`src/rtl/glb_pkg.sv`:
```
// shared types and constants for the glb json chunk locator
// no dependencies; used by glb_core, glb_out_skid and the top level
`default_nettype none

package glb_pkg;

    // container constants
    localparam logic [31:0] GLB_MAGIC      = 32'h4654_6C67;
    localparam logic [31:0] GLB_VERSION    = 32'd2;
    localparam logic [31:0] GLB_JSON_TYPE  = 32'h4E4F_534A;
    localparam logic [31:0] GLB_HDR_BYTES  = 32'd12;
    localparam logic [32:0] GLB_CHDR_BYTES = 33'd8;
    localparam logic [31:0] FILE_SIZE_RST  = 32'd12;

    // field byte counts at which a word is complete
    localparam logic [3:0] FBC_WORD0 = 4'd4;
    localparam logic [3:0] FBC_WORD1 = 4'd8;
    localparam logic [3:0] FBC_WORD2 = 4'd12;

    // parser phases
    localparam logic [2:0] PH_HEADER = 3'd0;
    localparam logic [2:0] PH_CHDR   = 3'd1;
    localparam logic [2:0] PH_SKIP   = 3'd2;
    localparam logic [2:0] PH_JSON   = 3'd3;
    localparam logic [2:0] PH_DONE   = 3'd4;

    // status codes
    localparam logic [2:0] ST_OK         = 3'd0;
    localparam logic [2:0] ST_SHORT      = 3'd1;
    localparam logic [2:0] ST_MAGIC      = 3'd2;
    localparam logic [2:0] ST_VERSION    = 3'd3;
    localparam logic [2:0] ST_LEN_SIZE   = 3'd4;
    localparam logic [2:0] ST_MISALIGNED = 3'd5;
    localparam logic [2:0] ST_OVERRUN    = 3'd6;
    localparam logic [2:0] ST_NO_JSON    = 3'd7;

    // one result item
    typedef struct packed {
        logic [7:0] out_byte;
        logic       is_payload;
        logic       is_end;
        logic [2:0] status;
    } res_t;

    // push strobe from the core to the output buffer
    typedef struct packed {
        logic push;
    } push_ctl_t;

endpackage

`default_nettype wire

```
`src/rtl/glb_core.sv`:
```
// input register, parser state and the per-byte parse step
// depends on glb_pkg
`default_nettype none

module glb_core (
    input  wire logic        aclk,
    input  wire logic        aresetn,
    // config write
    input  wire logic        cfg_valid,
    output logic             cfg_ready,
    input  wire logic [31:0] cfg_data,
    // byte input
    input  wire logic        in_valid,
    output logic             in_ready,
    input  wire logic [7:0]  in_byte,
    input  wire logic        in_eof,
    // result toward the output buffer
    output glb_pkg::push_ctl_t push_ctl,
    input  wire logic        out_space,
    output glb_pkg::res_t    res
);

    // file size register
    logic [31:0] file_size_reg;

    // input stage
    logic        stg_valid_reg;
    logic [7:0]  stg_byte_reg;
    logic        stg_eof_reg;

    // parser state
    logic [2:0]  phase_reg,  phase_next;
    logic [3:0]  fbc_reg,    fbc_next;
    logic [31:0] word_reg,   word_next;
    logic [31:0] dlen_reg,   dlen_next;
    logic [31:0] off_reg,    off_next;
    logic [31:0] cbl_reg,    cbl_next;

    // step outputs
    logic        st_hit;
    logic [2:0]  st_code;
    logic        payload;
    logic        has_res;
    logic        advance;

    // boundary check result: bit 3 ends the file, low bits give the code
    logic [3:0]  bnd;
    logic [31:0] bnd_off;
    logic [31:0] bnd_dlen;
    logic        bnd_use;

    assign cfg_ready = 1'b1;

    always_ff @(posedge aclk) begin
        if (!aresetn) begin
            file_size_reg <= glb_pkg::FILE_SIZE_RST;
        end else if (cfg_valid) begin
            file_size_reg <= cfg_data;
        end
    end

    // chunk boundary decision
    always_comb begin
        logic [32:0] nxt;
        nxt = {1'b0, bnd_off} + glb_pkg::GLB_CHDR_BYTES;
        if (nxt > {1'b0, bnd_dlen} || nxt > {1'b0, file_size_reg}) begin
            bnd = {1'b1, glb_pkg::ST_NO_JSON};
        end else if (bnd_off[1:0] != 2'b00) begin
            bnd = {1'b1, glb_pkg::ST_MISALIGNED};
        end else begin
            bnd = {1'b0, glb_pkg::ST_OK};
        end
    end

    // parse step for the byte held in the input stage
    always_comb begin
        logic [31:0] wa_n;
        logic [3:0]  fbc_n;
        logic [31:0] off_n;
        logic [31:0] cbl_n;
        wa_n  = {stg_byte_reg, word_reg[31:8]};
        fbc_n = fbc_reg + 4'd1;
        off_n = off_reg + 32'd1;
        cbl_n = cbl_reg - 32'd1;

        phase_next = phase_reg;
        fbc_next   = fbc_reg;
        word_next  = word_reg;
        dlen_next  = dlen_reg;
        off_next   = off_reg;
        cbl_next   = cbl_reg;
        st_hit     = 1'b0;
        st_code    = glb_pkg::ST_OK;
        payload    = 1'b0;
        bnd_off    = off_n;
        bnd_dlen   = dlen_reg;
        bnd_use    = 1'b0;

        case (phase_reg)
            glb_pkg::PH_HEADER: begin
                if (fbc_reg == 4'd0 && file_size_reg < glb_pkg::GLB_HDR_BYTES) begin
                    st_hit  = 1'b1;
                    st_code = glb_pkg::ST_SHORT;
                end else begin
                    word_next = wa_n;
                    fbc_next  = fbc_n;
                    off_next  = off_n;
                    if (fbc_n == glb_pkg::FBC_WORD0) begin
                        if (wa_n != glb_pkg::GLB_MAGIC) begin
                            st_hit  = 1'b1;
                            st_code = glb_pkg::ST_MAGIC;
                        end
                    end else if (fbc_n == glb_pkg::FBC_WORD1) begin
                        if (wa_n != glb_pkg::GLB_VERSION) begin
                            st_hit  = 1'b1;
                            st_code = glb_pkg::ST_VERSION;
                        end
                    end else if (fbc_n == glb_pkg::FBC_WORD2) begin
                        dlen_next = wa_n;
                        if (wa_n > file_size_reg) begin
                            st_hit  = 1'b1;
                            st_code = glb_pkg::ST_LEN_SIZE;
                        end else begin
                            bnd_dlen = wa_n;
                            bnd_use  = 1'b1;
                        end
                    end
                end
            end
            glb_pkg::PH_CHDR: begin
                word_next = wa_n;
                fbc_next  = fbc_n;
                off_next  = off_n;
                if (fbc_n == glb_pkg::FBC_WORD0) begin
                    cbl_next = wa_n;
                end else if (fbc_n == glb_pkg::FBC_WORD1) begin
                    if (off_n > file_size_reg || off_n > dlen_reg ||
                        cbl_reg > (dlen_reg - off_n)) begin
                        st_hit  = 1'b1;
                        st_code = glb_pkg::ST_OVERRUN;
                    end else if (wa_n == glb_pkg::GLB_JSON_TYPE) begin
                        if (cbl_reg == 32'd0) begin
                            st_hit  = 1'b1;
                            st_code = glb_pkg::ST_OK;
                        end else begin
                            phase_next = glb_pkg::PH_JSON;
                        end
                    end else if (cbl_reg == 32'd0) begin
                        bnd_use = 1'b1;
                    end else begin
                        phase_next = glb_pkg::PH_SKIP;
                    end
                end
            end
            glb_pkg::PH_SKIP: begin
                off_next = off_n;
                cbl_next = cbl_n;
                if (cbl_n == 32'd0) begin
                    bnd_use = 1'b1;
                end
            end
            glb_pkg::PH_JSON: begin
                payload  = 1'b1;
                off_next = off_n;
                cbl_next = cbl_n;
                if (cbl_n == 32'd0) begin
                    st_hit  = 1'b1;
                    st_code = glb_pkg::ST_OK;
                end
            end
            default: begin
            end
        endcase

        // boundary reached: either end the file or start a chunk header
        if (bnd_use) begin
            if (bnd[3]) begin
                st_hit  = 1'b1;
                st_code = bnd[2:0];
            end else begin
                phase_next = glb_pkg::PH_CHDR;
                fbc_next   = 4'd0;
            end
        end

        if (st_hit) begin
            phase_next = glb_pkg::PH_DONE;
        end

        // end of file: early end reports short, then the parser starts over
        if (stg_eof_reg) begin
            if (phase_reg != glb_pkg::PH_DONE && !st_hit) begin
                st_hit  = 1'b1;
                st_code = glb_pkg::ST_SHORT;
            end
            phase_next = glb_pkg::PH_HEADER;
            fbc_next   = 4'd0;
            word_next  = 32'd0;
            dlen_next  = 32'd0;
            off_next   = 32'd0;
            cbl_next   = 32'd0;
        end
    end

    assign has_res  = st_hit || payload;
    assign advance  = stg_valid_reg && (!has_res || out_space);
    assign in_ready = !stg_valid_reg || advance;

    // input stage
    always_ff @(posedge aclk) begin
        if (!aresetn) begin
            stg_valid_reg <= 1'b0;
        end else if (in_ready) begin
            stg_valid_reg <= in_valid;
        end
    end

    always_ff @(posedge aclk) begin
        if (in_ready && in_valid) begin
            stg_byte_reg <= in_byte;
            stg_eof_reg  <= in_eof;
        end
    end

    // parser state update
    always_ff @(posedge aclk) begin
        if (!aresetn) begin
            phase_reg <= glb_pkg::PH_HEADER;
            fbc_reg   <= 4'd0;
            word_reg  <= 32'd0;
            dlen_reg  <= 32'd0;
            off_reg   <= 32'd0;
            cbl_reg   <= 32'd0;
        end else if (advance) begin
            phase_reg <= phase_next;
            fbc_reg   <= fbc_next;
            word_reg  <= word_next;
            dlen_reg  <= dlen_next;
            off_reg   <= off_next;
            cbl_reg   <= cbl_next;
        end
    end

    // result toward the buffer
    assign push_ctl.push  = advance && has_res;
    assign res.out_byte   = payload ? stg_byte_reg : 8'd0;
    assign res.is_payload = payload;
    assign res.is_end     = st_hit;
    assign res.status     = st_hit ? st_code : glb_pkg::ST_OK;

`ifndef ASSERT_OFF
    // a pushed result without payload always closes the file
    a_nopay_end: assert property (@(posedge aclk) disable iff (!aresetn)
        push_ctl.push && !res.is_payload |-> res.is_end)
        else $error("result without payload that does not end the file");

    // a result is never pushed into a full buffer
    a_no_overflow: assert property (@(posedge aclk) disable iff (!aresetn)
        push_ctl.push |-> out_space)
        else $error("result pushed while buffer full");

    // after an end-of-file byte is taken the parser is back in the header phase
    a_eof_restart: assert property (@(posedge aclk) disable iff (!aresetn)
        advance && stg_eof_reg |=> phase_reg == glb_pkg::PH_HEADER && fbc_reg == 4'd0)
        else $error("parser did not restart after end of file");

    // once done, no result until end of file
    a_done_quiet: assert property (@(posedge aclk) disable iff (!aresetn)
        phase_reg == glb_pkg::PH_DONE && !stg_eof_reg |-> !has_res)
        else $error("result produced after the file ended");
`endif

endmodule

`default_nettype wire

```
`src/rtl/glb_out_skid.sv`:
```
// two-entry result buffer between the parse step and the output channel
// depends on glb_pkg
`default_nettype none

module glb_out_skid (
    input  wire logic          aclk,
    input  wire logic          aresetn,
    input  glb_pkg::push_ctl_t push_ctl,
    input  glb_pkg::res_t      push_res,
    output logic               space,
    output logic               out_valid,
    input  wire logic          out_ready,
    output glb_pkg::res_t      out_res
);

    glb_pkg::res_t ent_reg [2];
    logic       wr_ptr_reg;
    logic       rd_ptr_reg;
    logic [1:0] count_reg;
    logic       pop;

    assign space     = (count_reg != 2'd2);
    assign out_valid = (count_reg != 2'd0);
    assign out_res   = ent_reg[rd_ptr_reg];
    assign pop       = out_valid && out_ready;

    // entry storage
    always_ff @(posedge aclk) begin
        if (push_ctl.push) begin
            ent_reg[wr_ptr_reg] <= push_res;
        end
    end

    // pointers and fill count
    always_ff @(posedge aclk) begin
        if (!aresetn) begin
            wr_ptr_reg <= 1'b0;
            rd_ptr_reg <= 1'b0;
            count_reg  <= 2'd0;
        end else begin
            if (push_ctl.push) begin
                wr_ptr_reg <= ~wr_ptr_reg;
            end
            if (pop) begin
                rd_ptr_reg <= ~rd_ptr_reg;
            end
            case ({push_ctl.push, pop})
                2'b10:   count_reg <= count_reg + 2'd1;
                2'b01:   count_reg <= count_reg - 2'd1;
                default: count_reg <= count_reg;
            endcase
        end
    end

`ifndef ASSERT_OFF
    // fill count never exceeds the two entries
    a_count_max: assert property (@(posedge aclk) disable iff (!aresetn)
        count_reg != 2'd3)
        else $error("result buffer count out of range");

    // pointers differ exactly when one entry is held
    a_ptr_count: assert property (@(posedge aclk) disable iff (!aresetn)
        (wr_ptr_reg != rd_ptr_reg) == (count_reg == 2'd1))
        else $error("result buffer pointers disagree with count");

    // a push with no pop raises the count by one
    a_push_count: assert property (@(posedge aclk) disable iff (!aresetn)
        push_ctl.push && !pop |=> count_reg == $past(count_reg) + 2'd1)
        else $error("result buffer count not updated on push");
`endif

endmodule

`default_nettype wire

```
`src/rtl/glb_json_chunk_locator.sv`:
```
// top level of the glb json chunk locator: stream ports and config register port
// depends on glb_pkg, glb_core and glb_out_skid
`default_nettype none

// Streams a GLB file in one byte per request and returns the bytes of its
// first JSON chunk; the last result carries the end flag and a status code
// (0 ok, 1 short or early end of file, 2 magic, 3 version, 4 length above
// size, 5 misaligned chunk, 6 chunk overrun, 7 no JSON chunk). Write the file
// size on the cfg port before the file starts. One byte is taken every clock
// while the result buffer has space, a rate set by the single-pass parse step
// that runs on the byte held in the input register; its result is registered
// into a two-entry result buffer that drives the output. Bytes that follow
// the end of the file give no result until the byte marked with s_tlast,
// which restarts the parser.
module glb_json_chunk_locator (
    input  wire logic        aclk,
    input  wire logic        aresetn,
    // file size register write
    input  wire logic        cfg_valid,
    output logic             cfg_ready,
    input  wire logic [31:0] cfg_data,
    // byte input
    input  wire logic        s_tvalid,
    output logic             s_tready,
    input  wire logic [7:0]  s_tdata,   // [7:0] data_byte
    input  wire logic        s_tlast,   // end_of_file
    // result output
    output logic             m_tvalid,
    input  wire logic        m_tready,
    output logic [15:0]      m_tdata,   // [7:0] out_byte, [10:8] status, [15:11] zero
    output logic             m_tuser,   // is_payload
    output logic             m_tlast    // is_end
);

    glb_pkg::push_ctl_t push_ctl;
    glb_pkg::res_t      core_res;
    glb_pkg::res_t      out_res;
    logic               out_space;

    // parse step
    glb_core u_core (
        .aclk      (aclk),
        .aresetn   (aresetn),
        .cfg_valid (cfg_valid),
        .cfg_ready (cfg_ready),
        .cfg_data  (cfg_data),
        .in_valid  (s_tvalid),
        .in_ready  (s_tready),
        .in_byte   (s_tdata),
        .in_eof    (s_tlast),
        .push_ctl  (push_ctl),
        .out_space (out_space),
        .res       (core_res)
    );

    // result buffer
    glb_out_skid u_out (
        .aclk      (aclk),
        .aresetn   (aresetn),
        .push_ctl  (push_ctl),
        .push_res  (core_res),
        .space     (out_space),
        .out_valid (m_tvalid),
        .out_ready (m_tready),
        .out_res   (out_res)
    );

    // output packing
    assign m_tdata = {5'd0, out_res.status, out_res.out_byte};
    assign m_tuser = out_res.is_payload;
    assign m_tlast = out_res.is_end;

endmodule

`default_nettype wire

```
`config.mk`:
```
export PLATFORM = sky130hd
export DESIGN_NAME = glb_json_chunk_locator
export DESIGN_NICKNAME = d
export VERILOG_FILES = /design/src/rtl/glb_pkg.sv /design/src/rtl/glb_core.sv /design/src/rtl/glb_out_skid.sv /design/src/rtl/glb_json_chunk_locator.sv
export SDC_FILE = /design/constraint.sdc
export NUM_CORES = 1
export LEC_CHECK = 0
export BUFFER_PORTS_ARGS = -buffer_cell sky130_fd_sc_hd__buf_4
export CAP_MARGIN = 20
export CORE_MARGIN = 5
export CORE_UTILIZATION = 42
export CTS_CLUSTER_DIAMETER = 100
export CTS_CLUSTER_SIZE = 25
export DETAILED_ROUTE_END_ITERATION = 10
export HOLD_SLACK_MARGIN = 0.08
export PLACE_DENSITY = 0.59
export SLEW_MARGIN = 10
export SYNTH_ARGS = -nofsm -noshare
export SYNTH_HDL_FRONTEND = slang
export SYNTH_SLANG_ARGS = --single-unit
export TNS_END_PERCENT = 1
```
`constraint.sdc`:
```
create_clock -name aclk -period 13.75 [get_ports aclk]
set_input_delay 2.0625 -clock aclk [delete_from_list [all_inputs] [get_ports aclk]]
set_output_delay 2.0625 -clock aclk [all_outputs]
set_load 0.005 [all_outputs]
```
# Yosys cells after proc, flatten, opt, wreduce, memory -nomap -nowiden
# Memories as Yosys holds them, arrays and structs flattened. A register that Yosys moved wholly into a read port is not among the register bits.
# Cells that the tools add are included.
# word_totals
input_bits	46
ramBits	26
regBits	181
n_memories	1
wordCells	171
out_inout_bits	21
# op_classes
add_sub_neg	7
magnitude_cmp	7
mux	90
bitwise	2
eq_ne	18
reduce_logical	33
# mem_list
memory	words	width	read_ports	rd_clocked_by_memory_dff	write_ports	line	text
u_out.ent_reg	2	13	1	1	1	glb_out_skid.sv:16	glb_pkg::res_t ent_reg [2];
# ops
operator	count
$mux W32	18
$pmux W32 S2	3
$gt A32 B32 Y1	4
$mux W3	24
$gt A33 B32 Y1	2
$logic_not A32 Y1	2
$add A32 B4 Y33 const B	1
$add A32 B1 Y32 const B	1
$eq A32 B31 Y1 const B	1
$lt A32 B4 Y1 const B	1
$ne A32 B2 Y1 const B	1
$ne A32 B31 Y1 const B	1
$sub A32 B1 Y32 const B	1
$sub A32 B32 Y32	1
$mux W1	31
$mux W4	6
$reduce_bool A2 Y1	5
$reduce_and A3 Y1	3
$reduce_bool A3 Y1	3
$eq A4 B4 Y1 const B	2
$mux W8	1
$pmux W4 S2	1
$eq A3 B2 Y1 const B	2
$logic_and A1 B1 Y1	6
other kinds (24)	36

# Depth between registers and ports, before layout
# Gate-level depths: netlist of run 1.
# logic_depth
depth_word	23
mapped_depth	33

# Modules after synthesis
# From an unflattened synthesis of run 1, not the netlist that was laid out.
# unflattened
hier_cells	2042
area_unflattened_um2	16594.7
# modules_own_cells
mod	area_each_um2	n_inst	cells_each
glb_core	15396.0	1	1973
glb_out_skid	1157.4	1	63
glb_json_chunk_locator	41.3	1	6

# Worst setup path before layout of run 1
# OpenSTA, ideal clock, no wires.
# synth_path
kind	register -> output
from	register u_core.off_reg[0]
to	output port s_tready
arrival_time_ps	5923
stages_incl_launch_ff	29
slack_ps	5765
path_cell_list	dfxtp_1 > ha_1 > buf_4 > nand4_1 > nor2_1 > xor2_1 > inv_1 > ha_1 > a211oi_1 > and4b_1 > o31ai_1 > o21ai_0 > o211ai_1 > a31o_2 > a21o_1 > a2111oi_0 > a311o_1 > ha_1 > nand4_1 > nor2_1 > and3_1 > a31oi_1 > a211oi_1 > o211a_1 > nand4_1 > a22o_2 > a21oi_2 > buf_4 > nand2_1
# synth_between
elab_chain_cells	19
elab_cells_between_ends	33
# synth_rtl
item	line	text
from (decl)	glb_core.sv:36	logic [31:0] off_reg, off_next;
from (signal assigned)	glb_core.sv:239	off_reg <= off_next;
$add A32 B1 Y32 *	glb_core.sv:83	off_n = off_reg + 32'd1;
$sub A32 B32 Y32 / $gt A32 B32 Y1 (equally long branches)	glb_core.sv:138, glb_core.sv:137	
$gt A32 B32 Y1 / $logic_or A1 B1 Y1 (equally long branches)	glb_core.sv:138, glb_core.sv:137	
$logic_or A1 B1 Y1	glb_core.sv:137	if (off_n > file_size_reg || off_n > dlen_reg ||
$mux W1	glb_core.sv:137	
$mux W1	glb_core.sv:136	end else if (fbc_n == glb_pkg::FBC_WORD1) begin
$mux W1	glb_core.sv:134	if (fbc_n == glb_pkg::FBC_WORD0) begin
$pmux W1 S3	glb_core.sv:99	case (phase_reg)
(+3 left out)	n/a	
$logic_and A1 B1 Y1	glb_core.sv:192	if (phase_reg != glb_pkg::PH_DONE && !st_hit) begin
$mux W1	glb_core.sv:192	
$mux W1 *	glb_core.sv:191	if (stg_eof_reg) begin
$logic_or A1 B1 Y1 *	glb_core.sv:205	assign has_res = st_hit || payload;
$logic_not A1 Y1 *	glb_core.sv:206	assign advance = stg_valid_reg && (!has_res || out_space);
$logic_or A1 B1 Y1 *	glb_core.sv:206	
$logic_and A1 B1 Y1 *	glb_core.sv:206	
$logic_or A1 B1 Y1 *	glb_core.sv:207	assign in_ready = !stg_valid_reg || advance;
to (decl)	glb_json_chunk_locator.sv:24	output logic s_tready,
# Every way passes the cells marked *; elsewhere a longest branch is shown, timed or not.

# Worst setup path in the final report of run 1
# Ends and elaborated chain as after synthesis.

==> results.sh, run 1 <==
export IMPL_netlist_area_sq_um=16720
export IMPL_via_count=15802
export IMPL_end_kind="primary output"
export IMPL_start_util_pct=42.29
export IMPL_hold_path_class="reg2reg"
export IMPL_synth_mux_area_share_pct=7.639
export IMPL_whs_endpoint="u_core.dlen_reg[0]"
export IMPL_period_share_pct=77.46
export IMPL_reg2reg_depth=28
export IMPL_core_area_sq_um=39550
export IMPL_peakVddDrop_mv=0.09637
export IMPL_final_max_slew_violation_count=0
export IMPL_synthFlopType="dfxtp_1"
export IMPL_r2r_start="u_core.off_reg[0]"
export IMPL_diodes=0
export IMPL_cap_violations=0
export IMPL_synth_cells=2039
export IMPL_yosys_area_share_adder_pct=14.86
export IMPL_hold_depth=2
export IMPL_fill_cells=3960
export IMPL_grt_use_total_pct=26.15
export IMPL_holdWs_ns=0.4774
export IMPL_dieArea_sq_um=43910
export IMPL_grt_overflow_total=0
export IMPL_cts_sinks=200
export IMPL_path_class="reg2out"
export IMPL_drt_total_wl_mm=58.75
export IMPL_ys_types=84
export IMPL_synth_edf_count=35
export IMPL_syn_area_per_cell_sq_um=8.202
export IMPL_cts_max_level=4
export IMPL_post_cts_setup_buffers=0
export IMPL_dr_pass1_iters=7
export IMPL_startpoint="u_core.off_reg[0]"
export IMPL_gp_congestion=0.9705
export IMPL_grt_pass1_vias=14581
export IMPL_fin_worst_skew_ns=0.02445
export IMPL_critPathLaunchType="flop"
export IMPL_syn_to_final_growth_pct=9.666
export IMPL_hold_start="u_core.dlen_reg[0]"
export IMPL_clk_pin_slew_ns=0.09
export IMPL_tns_ns=0
export IMPL_wl_per_cell_um=22.66
export IMPL_layout_drive_gt1_share_pct=8.752
export IMPL_slowest_stage="ha_1"
export IMPL_synth_top_family_by_area="simple AND/OR/NAND/NOR gates"
export IMPL_via_per_inst=6.094
export IMPL_numCtsBuffers=17
export IMPL_num_rows=73
export IMPL_r2r_setup_slack_ns=4.90
export IMPL_antenna_found_initial=3
export IMPL_hold_viol_final=0
export IMPL_drt_iter0_drc=1540
export IMPL_ys_seq_area_share_pct=26.04
export IMPL_rr_endpoint="u_core.off_reg[30]"
export IMPL_critPathMaxFanout=38
export IMPL_place_ws_ns=3.881
export IMPL_portBuffers=60
export IMPL_die_width_um=209.5
export IMPL_grt_max_degree=73
export IMPL_worstMarginPinSlew_ns=1.031
export IMPL_max_stage_delay_ns=0.63
export IMPL_synthArstFlopShare_pct=0
export IMPL_dp_cells=2557
export IMPL_dp_final_hpwl_mm=44.59
export IMPL_drc_errors=0
export IMPL_clk_latency_ns=0.53
export IMPL_final_cells=2593
export IMPL_ys_ff_latch=200
export IMPL_status="finished clean"
export IMPL_rsz0062_at_grt="no"
export IMPL_p_per_area_nw_per_um2=77.29
export IMPL_clk_path_buf_depth=2
export IMPL_postLayoutCoreUtil_pct=46.37
export IMPL_synth_simple_gate_area_share_pct=22.44
export IMPL_fin_nets=2299
export IMPL_required_ns=11.69
export IMPL_synth_xor_area_share_pct=5.499
export IMPL_min_period_ns=10.65
export IMPL_fmax_mhz=93.89
export IMPL_ctsResizeCount=0
export IMPL_yosys_warnings=0
export IMPL_arrival_ns=8.59
export IMPL_p_leak_nw=7.667
export IMPL_fin_ws_ns=3.099
export IMPL_grt_pass1_wl_mm=88.44
export IMPL_ioPinCount=67
export IMPL_drtAntennaViolNets=0
export IMPL_postCtsHoldBufs=0
export IMPL_relSlewSlack_pct=30.80
export IMPL_finalSetupViolCount=0
export IMPL_clockRootBuffer="clkbuf_16"
export IMPL_cts_tree="done"
export IMPL_synth_compound_area_share_pct=18.46
export IMPL_die_h_um=209.5
## synth_stat cells (12+ instances only)
library cell  instances  area [sq um]
a21o_1               41         307.8
o21ai_0              92         460.4
and2_1               18         112.6
a31oi_1              19         118.9
nor4_1               35         219.0
xnor2_1              69         604.3
nor2b_1              18         112.6
and3_1               33         206.5
edfxtp_1             35          1051
nor3_1               64         320.3
nand3_1              79         395.4
nand2_1             203         762.0
mux2_2               13         146.4
and4_1               13         113.9
a22o_1               26         227.7
a21oi_1             128         640.6
o211ai_1             19         142.6
nor2_1              146         548.0
or3_1                13         81.33
mux2i_1             113          1131
inv_1                92         345.3
buf_2                17         85.08
xor2_1               36         315.3
ha_1                197          2465
a211oi_1             41         307.8
clkbuf_1             69         259.0
nand2b_1             18         112.6
nand4_1              57         356.6
or2_2                12         75.07
dfxtp_1             165          3303
## layer usage
layer  vias to the layer above  wire length (um)  part of all wire, %  track usage, %
met5                         -                 7                0.012               0
met4                         2              1598                  2.7           8.933
met3                        92              5146                  8.8           7.384
met2                       604             26180                   45           40.31
met1                      7573             25820                   44           35.28
li1                       7531                 -                    -               -
## final cells by class
cell class / count / area (sq um) / area share [%]
well taps: 525 / 656.9 / 3.582
inverters: 93 / 349.1 / 1.903
repair buffers: 99 / 764.5 / 4.168
multi-input cells: 1644 / 11580 / 63.14
clock inverters: 15 / 210.2 / 1.146
clock buffers: 17 / 425.4 / 2.320
flip-flops and latches: 200 / 4354 / 23.74
## power breakdown
group          switching (mW)  internal, mW
Combinational           0.147        0.0929
Clock                   0.300         0.253
Sequential             0.0159         0.609
Total                   0.463         0.955
## cell families (layout without fill, tap and decap cells)
| group | Yosys count | in the layout |
|---|---|---|
| AOI/OAI and AO/OA | 463 | 463 |
| xor gates and xnor gates | 105 | 105 |
| adders and majority gates | 198 | 198 |
| buffers and inverters | 199 | 224 |
| DFF | 200 | 200 |
| muxes | 126 | 126 |
| other | 2 | 6 |
| and+or+nand+nor | 746 | 746 |
## critical path: cells and delay by family, from the launching register on
kind | cells | cell delay [ns]
AO/OA/AOI/OAI | 13 | 3.62
AND/OR/NAND/NOR | 8 | 1.73
adder cells (fa/ha/maj) | 3 | 1.13
buffers and inverters | 3 | 0.75
flip-flops | 1 | 0.50
XOR/XNOR | 1 | 0.30
## layout by cell type, fill, tap and decap left out, types with 33 or more instances in the layout
cell,count
nand2_1,203
ha_1,197
dfxtp_1,165
nor2_1,145
a21oi_1,128
mux2i_1,113
buf_4,95
inv_1,92
o21ai_0,92
nand3_1,79
xnor2_1,69
nor3_1,63
nand4_1,57
a211oi_1,41
a21o_1,41
xor2_1,36
nor4_1,35
edfxtp_1,35
and3_1,33
## through the flow
stage                     instance area [sq um]  power, mW
after CTS                                 18290      1.425
after global routing                      18340      1.475
after floorplan                           16740     0.7875
final                                     18340      1.418
after detailed placement                  17650     0.8717
after global placement                    17650     0.8672
## worst max-delay path by stage
stage                     cells after the start  endpoint
after detailed placement                     26  s_tready
after global routing                         28  s_tready
after CTS                                    26  s_tready
after global placement                       28  s_tready
after floorplan                              28  s_tready
final                                        28  s_tready
Power figures use the tool's default switching activity.
==> run 2, diff against run 1 <==
PLACE_DENSITY = 0.61   (was 0.59)
clock period = 8.7 ns   (was 13.75 ns; I/O delays follow)
==> results.sh, run 2 (synthesized netlist as in run 1, its figures left out) <==
export IMPL_slowest_stage="nor4_1"
export IMPL_clk_pin_slew_ns=0.09
export IMPL_crit_path_frequent_cell="nor4_1"
export IMPL_fin_worst_skew_ns=0.01898
export IMPL_p_clk_share_pct=38.6
export IMPL_p_seq_share_pct=44.3
export IMPL_drt_iter0_drc=1555
export IMPL_clk_path_buf_depth=2
export IMPL_cp_top_family="simple AND/OR/NAND/NOR gates"
export IMPL_ioPinCount=67
export IMPL_core_area_sq_um=39550
export IMPL_end_kind="primary output"
export IMPL_crit_chain="ha_1 -> and4_1 -> a21boi_0 -> nor2_1 -> inv_1 -> and3_1 -> nand3_1 -> nor3_1 -> nand4_1 -> nor4_1 -> xnor2_1 -> ha_1 -> nand4_1 -> nor4_1 -> o31a_1 -> nor4_1 -> o211a_1 -> a21boi_2 -> a22o_2 -> a21oi_4 -> nand2_1 -> buf_4"
export IMPL_pwr_share_comb_pct=17.1
export IMPL_cts_tree="done"
export IMPL_cts_max_level=4
export IMPL_drtAntennaViolNets=0
export IMPL_finalSetupViolCount=0
export IMPL_grt_use_total_pct=26.68
export IMPL_drt_total_wl_mm=59.86
export IMPL_arrival_ns=7.11
export IMPL_grt_max_degree=74
export IMPL_critPathMaxFanout=8
export IMPL_p_leak_nw=7.774
export IMPL_clockRootBuffer="clkbuf_16"
export IMPL_dpl_cell_area_sq_um=17750
export IMPL_period_share_pct=96.75
export IMPL_die_width_um=209.5
export IMPL_wl_met2_mm=26.55
export IMPL_syn_to_final_growth_pct=10.62
export IMPL_layout_drive_gt1_share_pct=9.851
export IMPL_p_sw_uw=705.2
export IMPL_gp_congestion=0.9863
export IMPL_path_class="reg2out"
export IMPL_top_layer_used="met4"
export IMPL_status="finished clean"
export IMPL_holdWs_ns=0.4743
export IMPL_worstMarginPinSlew_ns=1.188
export IMPL_met3_length_mm=4.790
export IMPL_via_count=16017
export IMPL_diodes=0
export IMPL_dieArea_sq_um=43910
export IMPL_cts_sinks=200
export IMPL_start_util_pct=42.29
export IMPL_relSlewSlack_pct=19.71
export IMPL_via_per_inst=6.146
export IMPL_numCtsBuffers=17
export IMPL_p_int_mw=1.527
export IMPL_num_rows=73
export IMPL_critPathLaunchType="flop"
export IMPL_p_sw_share_pct=31.60
export IMPL_fin_nets=2312
export IMPL_grt_pass1_wl_mm=90.97
export IMPL_portBuffers=60
export IMPL_p_per_area_nw_per_um2=120.6
export IMPL_worst_path_buf_inv=2
export IMPL_dr_pass1_iters=6
export IMPL_drt_met1_wl_mm=26.54
export IMPL_die_h_um=209.5
export IMPL_final_max_slew_violation_count=0
export IMPL_final_cell_mix="nand2_1, ha_1, dfxtp_1, nor2_1, a21oi_1"
export IMPL_wl_per_cell_um=22.97
export IMPL_min_period_ns=8.417
export IMPL_max_stage_delay_ns=0.88
export IMPL_dp_final_hpwl_mm=45.21
export IMPL_required_ns=7.39
export IMPL_hold_viol_final=0
export IMPL_cap_violations=0
export IMPL_final_common_cell="nand2_1"
export IMPL_hold_path_class="reg2reg"
export IMPL_fmax_mhz=118.8
export IMPL_clk_latency_ns=0.49
export IMPL_grt_overflow_total=0
export IMPL_drc_errors=0
export IMPL_peakVddDrop_mv=0.1334
export IMPL_grt_pass1_vias=15123
export IMPL_final_area_sq_um=18500
export IMPL_antenna_found_initial=0
## run 2: area by class of cell
cell class              count  area, sq um
repair buffers            112        880.8
clock buffers              17        425.4
clock inverters            15        201.4
fillers                  3883        21050
flip-flops and latches    200         4355
inverters                  93        349.1
well taps                 525        656.9
multi-input cells        1644        11630
## run 2: power groups by stage
stage | Sequential [mW] | Combinational [mW] | Clock, mW
2_1_floorplan | 1.00 | 0.244 | 0
3_3_place_gp | 1.01 | 0.366 | 0
3_5_place_dp | 1.01 | 0.373 | 0
4_1_cts | 0.988 | 0.375 | 0.880
5_1_grt | 0.991 | 0.414 | 0.915
6_report | 0.988 | 0.381 | 0.862
## run 2: path summary, 6_finish.rpt
path | cells after the start | slack (ns) | startpoint | end
setup reg to reg | 30 | 0.92 | u_core.off_reg[2] | u_core.cbl_reg[22]
hold reg to reg | 2 | 0.47 | u_core.dlen_reg[0] | u_core.dlen_reg[0]
setup / recovery | 22 | 0.28 | u_core.off_reg[0] | s_tready
hold / removal | 2 | 0.47 | u_core.dlen_reg[0] | u_core.dlen_reg[0]
## run 2: tightest hold or removal path: stages (launching register included)
cell	delay (ns)
dfxtp_1	0.32
nand2_1	0.05
mux2i_1	0.06
## run 2: repair_timing
action,CTS,global route
gates resized for setup,1,12
hold buffers,0,0
buffers inserted,0,2
endpoints found under the setup margin,1,59
pin swaps,0,1
## run 2: metal layers
| layer | up-vias | global-route usage [%] |
|---|---|---|
| li1 | 7568 | - |
| met1 | 7651 | 36.98 |
| met2 | 673 | 42.00 |
| met3 | 125 | 4.499 |
| met4 | 0 | 9.518 |
| met5 | - | 0 |
## run 2: stage by stage
| step | cells | total power [mW] | setup WS, ns | TNS, ns | util, % |
|---|---|---|---|---|---|
| CTS | 2602 | 2.243 | 0.03388 | 0 | 46.47 |
| finish | 2606 | 2.232 | 0.2832 | 0 | 46.77 |
| floorplan | 2043 | 1.245 | 1.472 | 0 | - |
| global route | 2606 | 2.321 | -0.01526 | -0.01526 | 46.77 |
| global placement | 2570 | 1.375 | 0.7068 | 0 | 44.88 |
| detailed placement | 2570 | 1.382 | 0.4686 | 0 | 44.88 |
==> run 3, diff against run 2 <==
CORE_UTILIZATION = 30   (was 42)
PLACE_DENSITY = 0.5   (was 0.61)
SETUP_SLACK_MARGIN = 0.5   (was default)
==> results.sh, run 3 (synthesized netlist as in run 1, its figures left out) <==
export IMPL_status="finished clean"
export IMPL_rsz0062_at_grt="no"
export IMPL_use_met3_pct=3.764
export IMPL_antenna_found_initial=0
export IMPL_core_area_sq_um=55200
export IMPL_hold_viol_final=0
export IMPL_grt_overflow_total=0
export IMPL_drt_iter0_drc=1207
export IMPL_diodes=0
export IMPL_portBuffers=60
export IMPL_path_class="reg2out"
export IMPL_via_per_inst=5.550
export IMPL_cap_violations=0
export IMPL_fmax_mhz=126.3
export IMPL_seqCellArea_sq_um=4387
export IMPL_grt_pass1_vias=15147
export IMPL_fin_worst_skew_ns=0.01428
export IMPL_wl_per_cell_um=22.34
export IMPL_num_rows=86
export IMPL_via_count=15817
export IMPL_grt_use_total_pct=20.60
export IMPL_dp_final_hpwl_mm=47.85
export IMPL_r2r_start="u_core.off_reg[0]"
export IMPL_critPathLaunchType="flop"
export IMPL_tns_ns=0
export IMPL_cts_sinks=200
export IMPL_p_per_area_nw_per_um2=115.7
export IMPL_finalSetupViolCount=0
export IMPL_drtAntennaViolNets=0
export IMPL_reg2reg_depth=28
export IMPL_dieArea_sq_um=60570
export IMPL_required_ns=7.39
export IMPL_hold_depth=2
export IMPL_gp_congestion=0.9422
export IMPL_clockRootBuffer="clkbuf_16"
export IMPL_layout_drive_gt1_share_pct=13.51
export IMPL_place_ws_ns=0.4693
export IMPL_fin_ws_ns=0.7804
export IMPL_final_cell_mix="nand2_1, ha_1, dfxtp_1, nor2_1, buf_4"
export IMPL_clk_latency_ns=0.51
export IMPL_hold_path_class="reg2reg"
export IMPL_rr_endpoint="u_core.cbl_reg[8]"
export IMPL_start_util_pct=30.30
export IMPL_grt_pass1_wl_mm=95.34
export IMPL_die_width_um=246.1
export IMPL_clk_path_buf_depth=2
export IMPL_slowest_stage="or4_1"
export IMPL_top_usage_layer="met2"
export IMPL_whs_endpoint="u_core.dlen_reg[0]"
export IMPL_r2r_setup_slack_ns=1.31
export IMPL_multi_input_area_sq_um=12000
export IMPL_use_met2_pct=33.92
export IMPL_peakVddDrop_mv=0.1777
export IMPL_dpl_cell_area_sq_um=18040
export IMPL_dr_pass1_iters=5
export IMPL_period_share_pct=91.03
export IMPL_min_period_ns=7.920
export IMPL_fill_cells=5735
export IMPL_use_met1_pct=27.86
export IMPL_die_h_um=246.1
export IMPL_end_kind="primary output"
export IMPL_finalPower_mw=2.236
export IMPL_final_max_slew_violation_count=0
export IMPL_arrival_ns=6.61
export IMPL_p_leak_nw=7.985
export IMPL_max_stage_delay_ns=0.51
export IMPL_ioPinCount=67
export IMPL_drc_errors=0
export IMPL_relSlewSlack_pct=22.91
export IMPL_postLayoutCoreUtil_pct=35.01
export IMPL_cts_tree="done"
export IMPL_final_common_cell="nand2_1"
export IMPL_numCtsBuffers=17
export IMPL_worstMarginPinSlew_ns=1.149
export IMPL_final_area_sq_um=19330
export IMPL_grt_max_degree=80
export IMPL_postCtsHoldBufs=0
export IMPL_syn_to_final_growth_pct=15.57
export IMPL_clk_pin_slew_ns=0.08
export IMPL_fin_nets=2333
export IMPL_drt_total_wl_mm=63.68
export IMPL_critPathMaxFanout=7
export IMPL_cts_max_level=4
export IMPL_hold_start="u_core.dlen_reg[0]"
[run 3: per-layer routing]
layer | wire (um) | vias to the layer above
met5 | 0 | -
met4 | 1364 | 0
met3 | 3218 | 82
met2 | 29920 | 433
met1 | 29180 | 7695
li1 | - | 7607
[run 3: layout make-up]
class / instances / area share, %
clock buffers: 17 / 2.201
well taps: 748 / 4.842
clock inverters: 15 / 0.8675
repair buffers: 133 / 5.516
flip-flops and latches: 200 / 22.70
multi-input cells: 1644 / 62.07
inverters: 93 / 1.806
[run 3: power by group]
part / switching, mW / internal [mW]
sequential: 0.0294 / 0.960
combinational: 0.240 / 0.153
clock: 0.425 / 0.429
[run 3: how the worst max path moves through the flow]
| stage | from | endpoint | slack [ns] | cells past startpoint |
|---|---|---|---|---|
| after CTS | u_core.off_reg[1] | s_tready | 0.50 | 29 |
| after detailed placement | u_core.off_reg[2] | s_tready | 0.47 | 26 |
| after global routing | u_core.off_reg[0] | s_tready | 0.48 | 28 |
| after floorplan | u_core.off_reg[0] | s_tready | 1.47 | 28 |
| after global placement | u_core.off_reg[2] | s_tready | 0.46 | 26 |
| final | u_core.off_reg[0] | s_tready | 0.78 | 27 |
[run 3: timing repair]
item	in CTS	in global routing
setup endpoints to repair	1	1
gates resized for setup	24	76
endpoints found under the hold margin	0	0
buffers inserted	6	21
pin swaps	6	22
[run 3: critical path, delay by kind of cell (launching register included)]
kind,cells,cell delay (ns)
buffers and inverters,5,0.75
adder cells (fa/ha/maj),3,0.70
AND/OR/NAND/NOR,8,1.71
AO/OA/AOI/OAI,10,2.33
XOR/XNOR,1,0.19
flip-flops,1,0.39
[run 3: through the flow]
stage                     hold slack [ns]  instances
after floorplan                    0.4347       2043
after global placement             0.4476       2788
after detailed placement           0.4567       2789
after CTS                          0.4681       2827
after global routing               0.5013       2850
final                              0.4700       2850
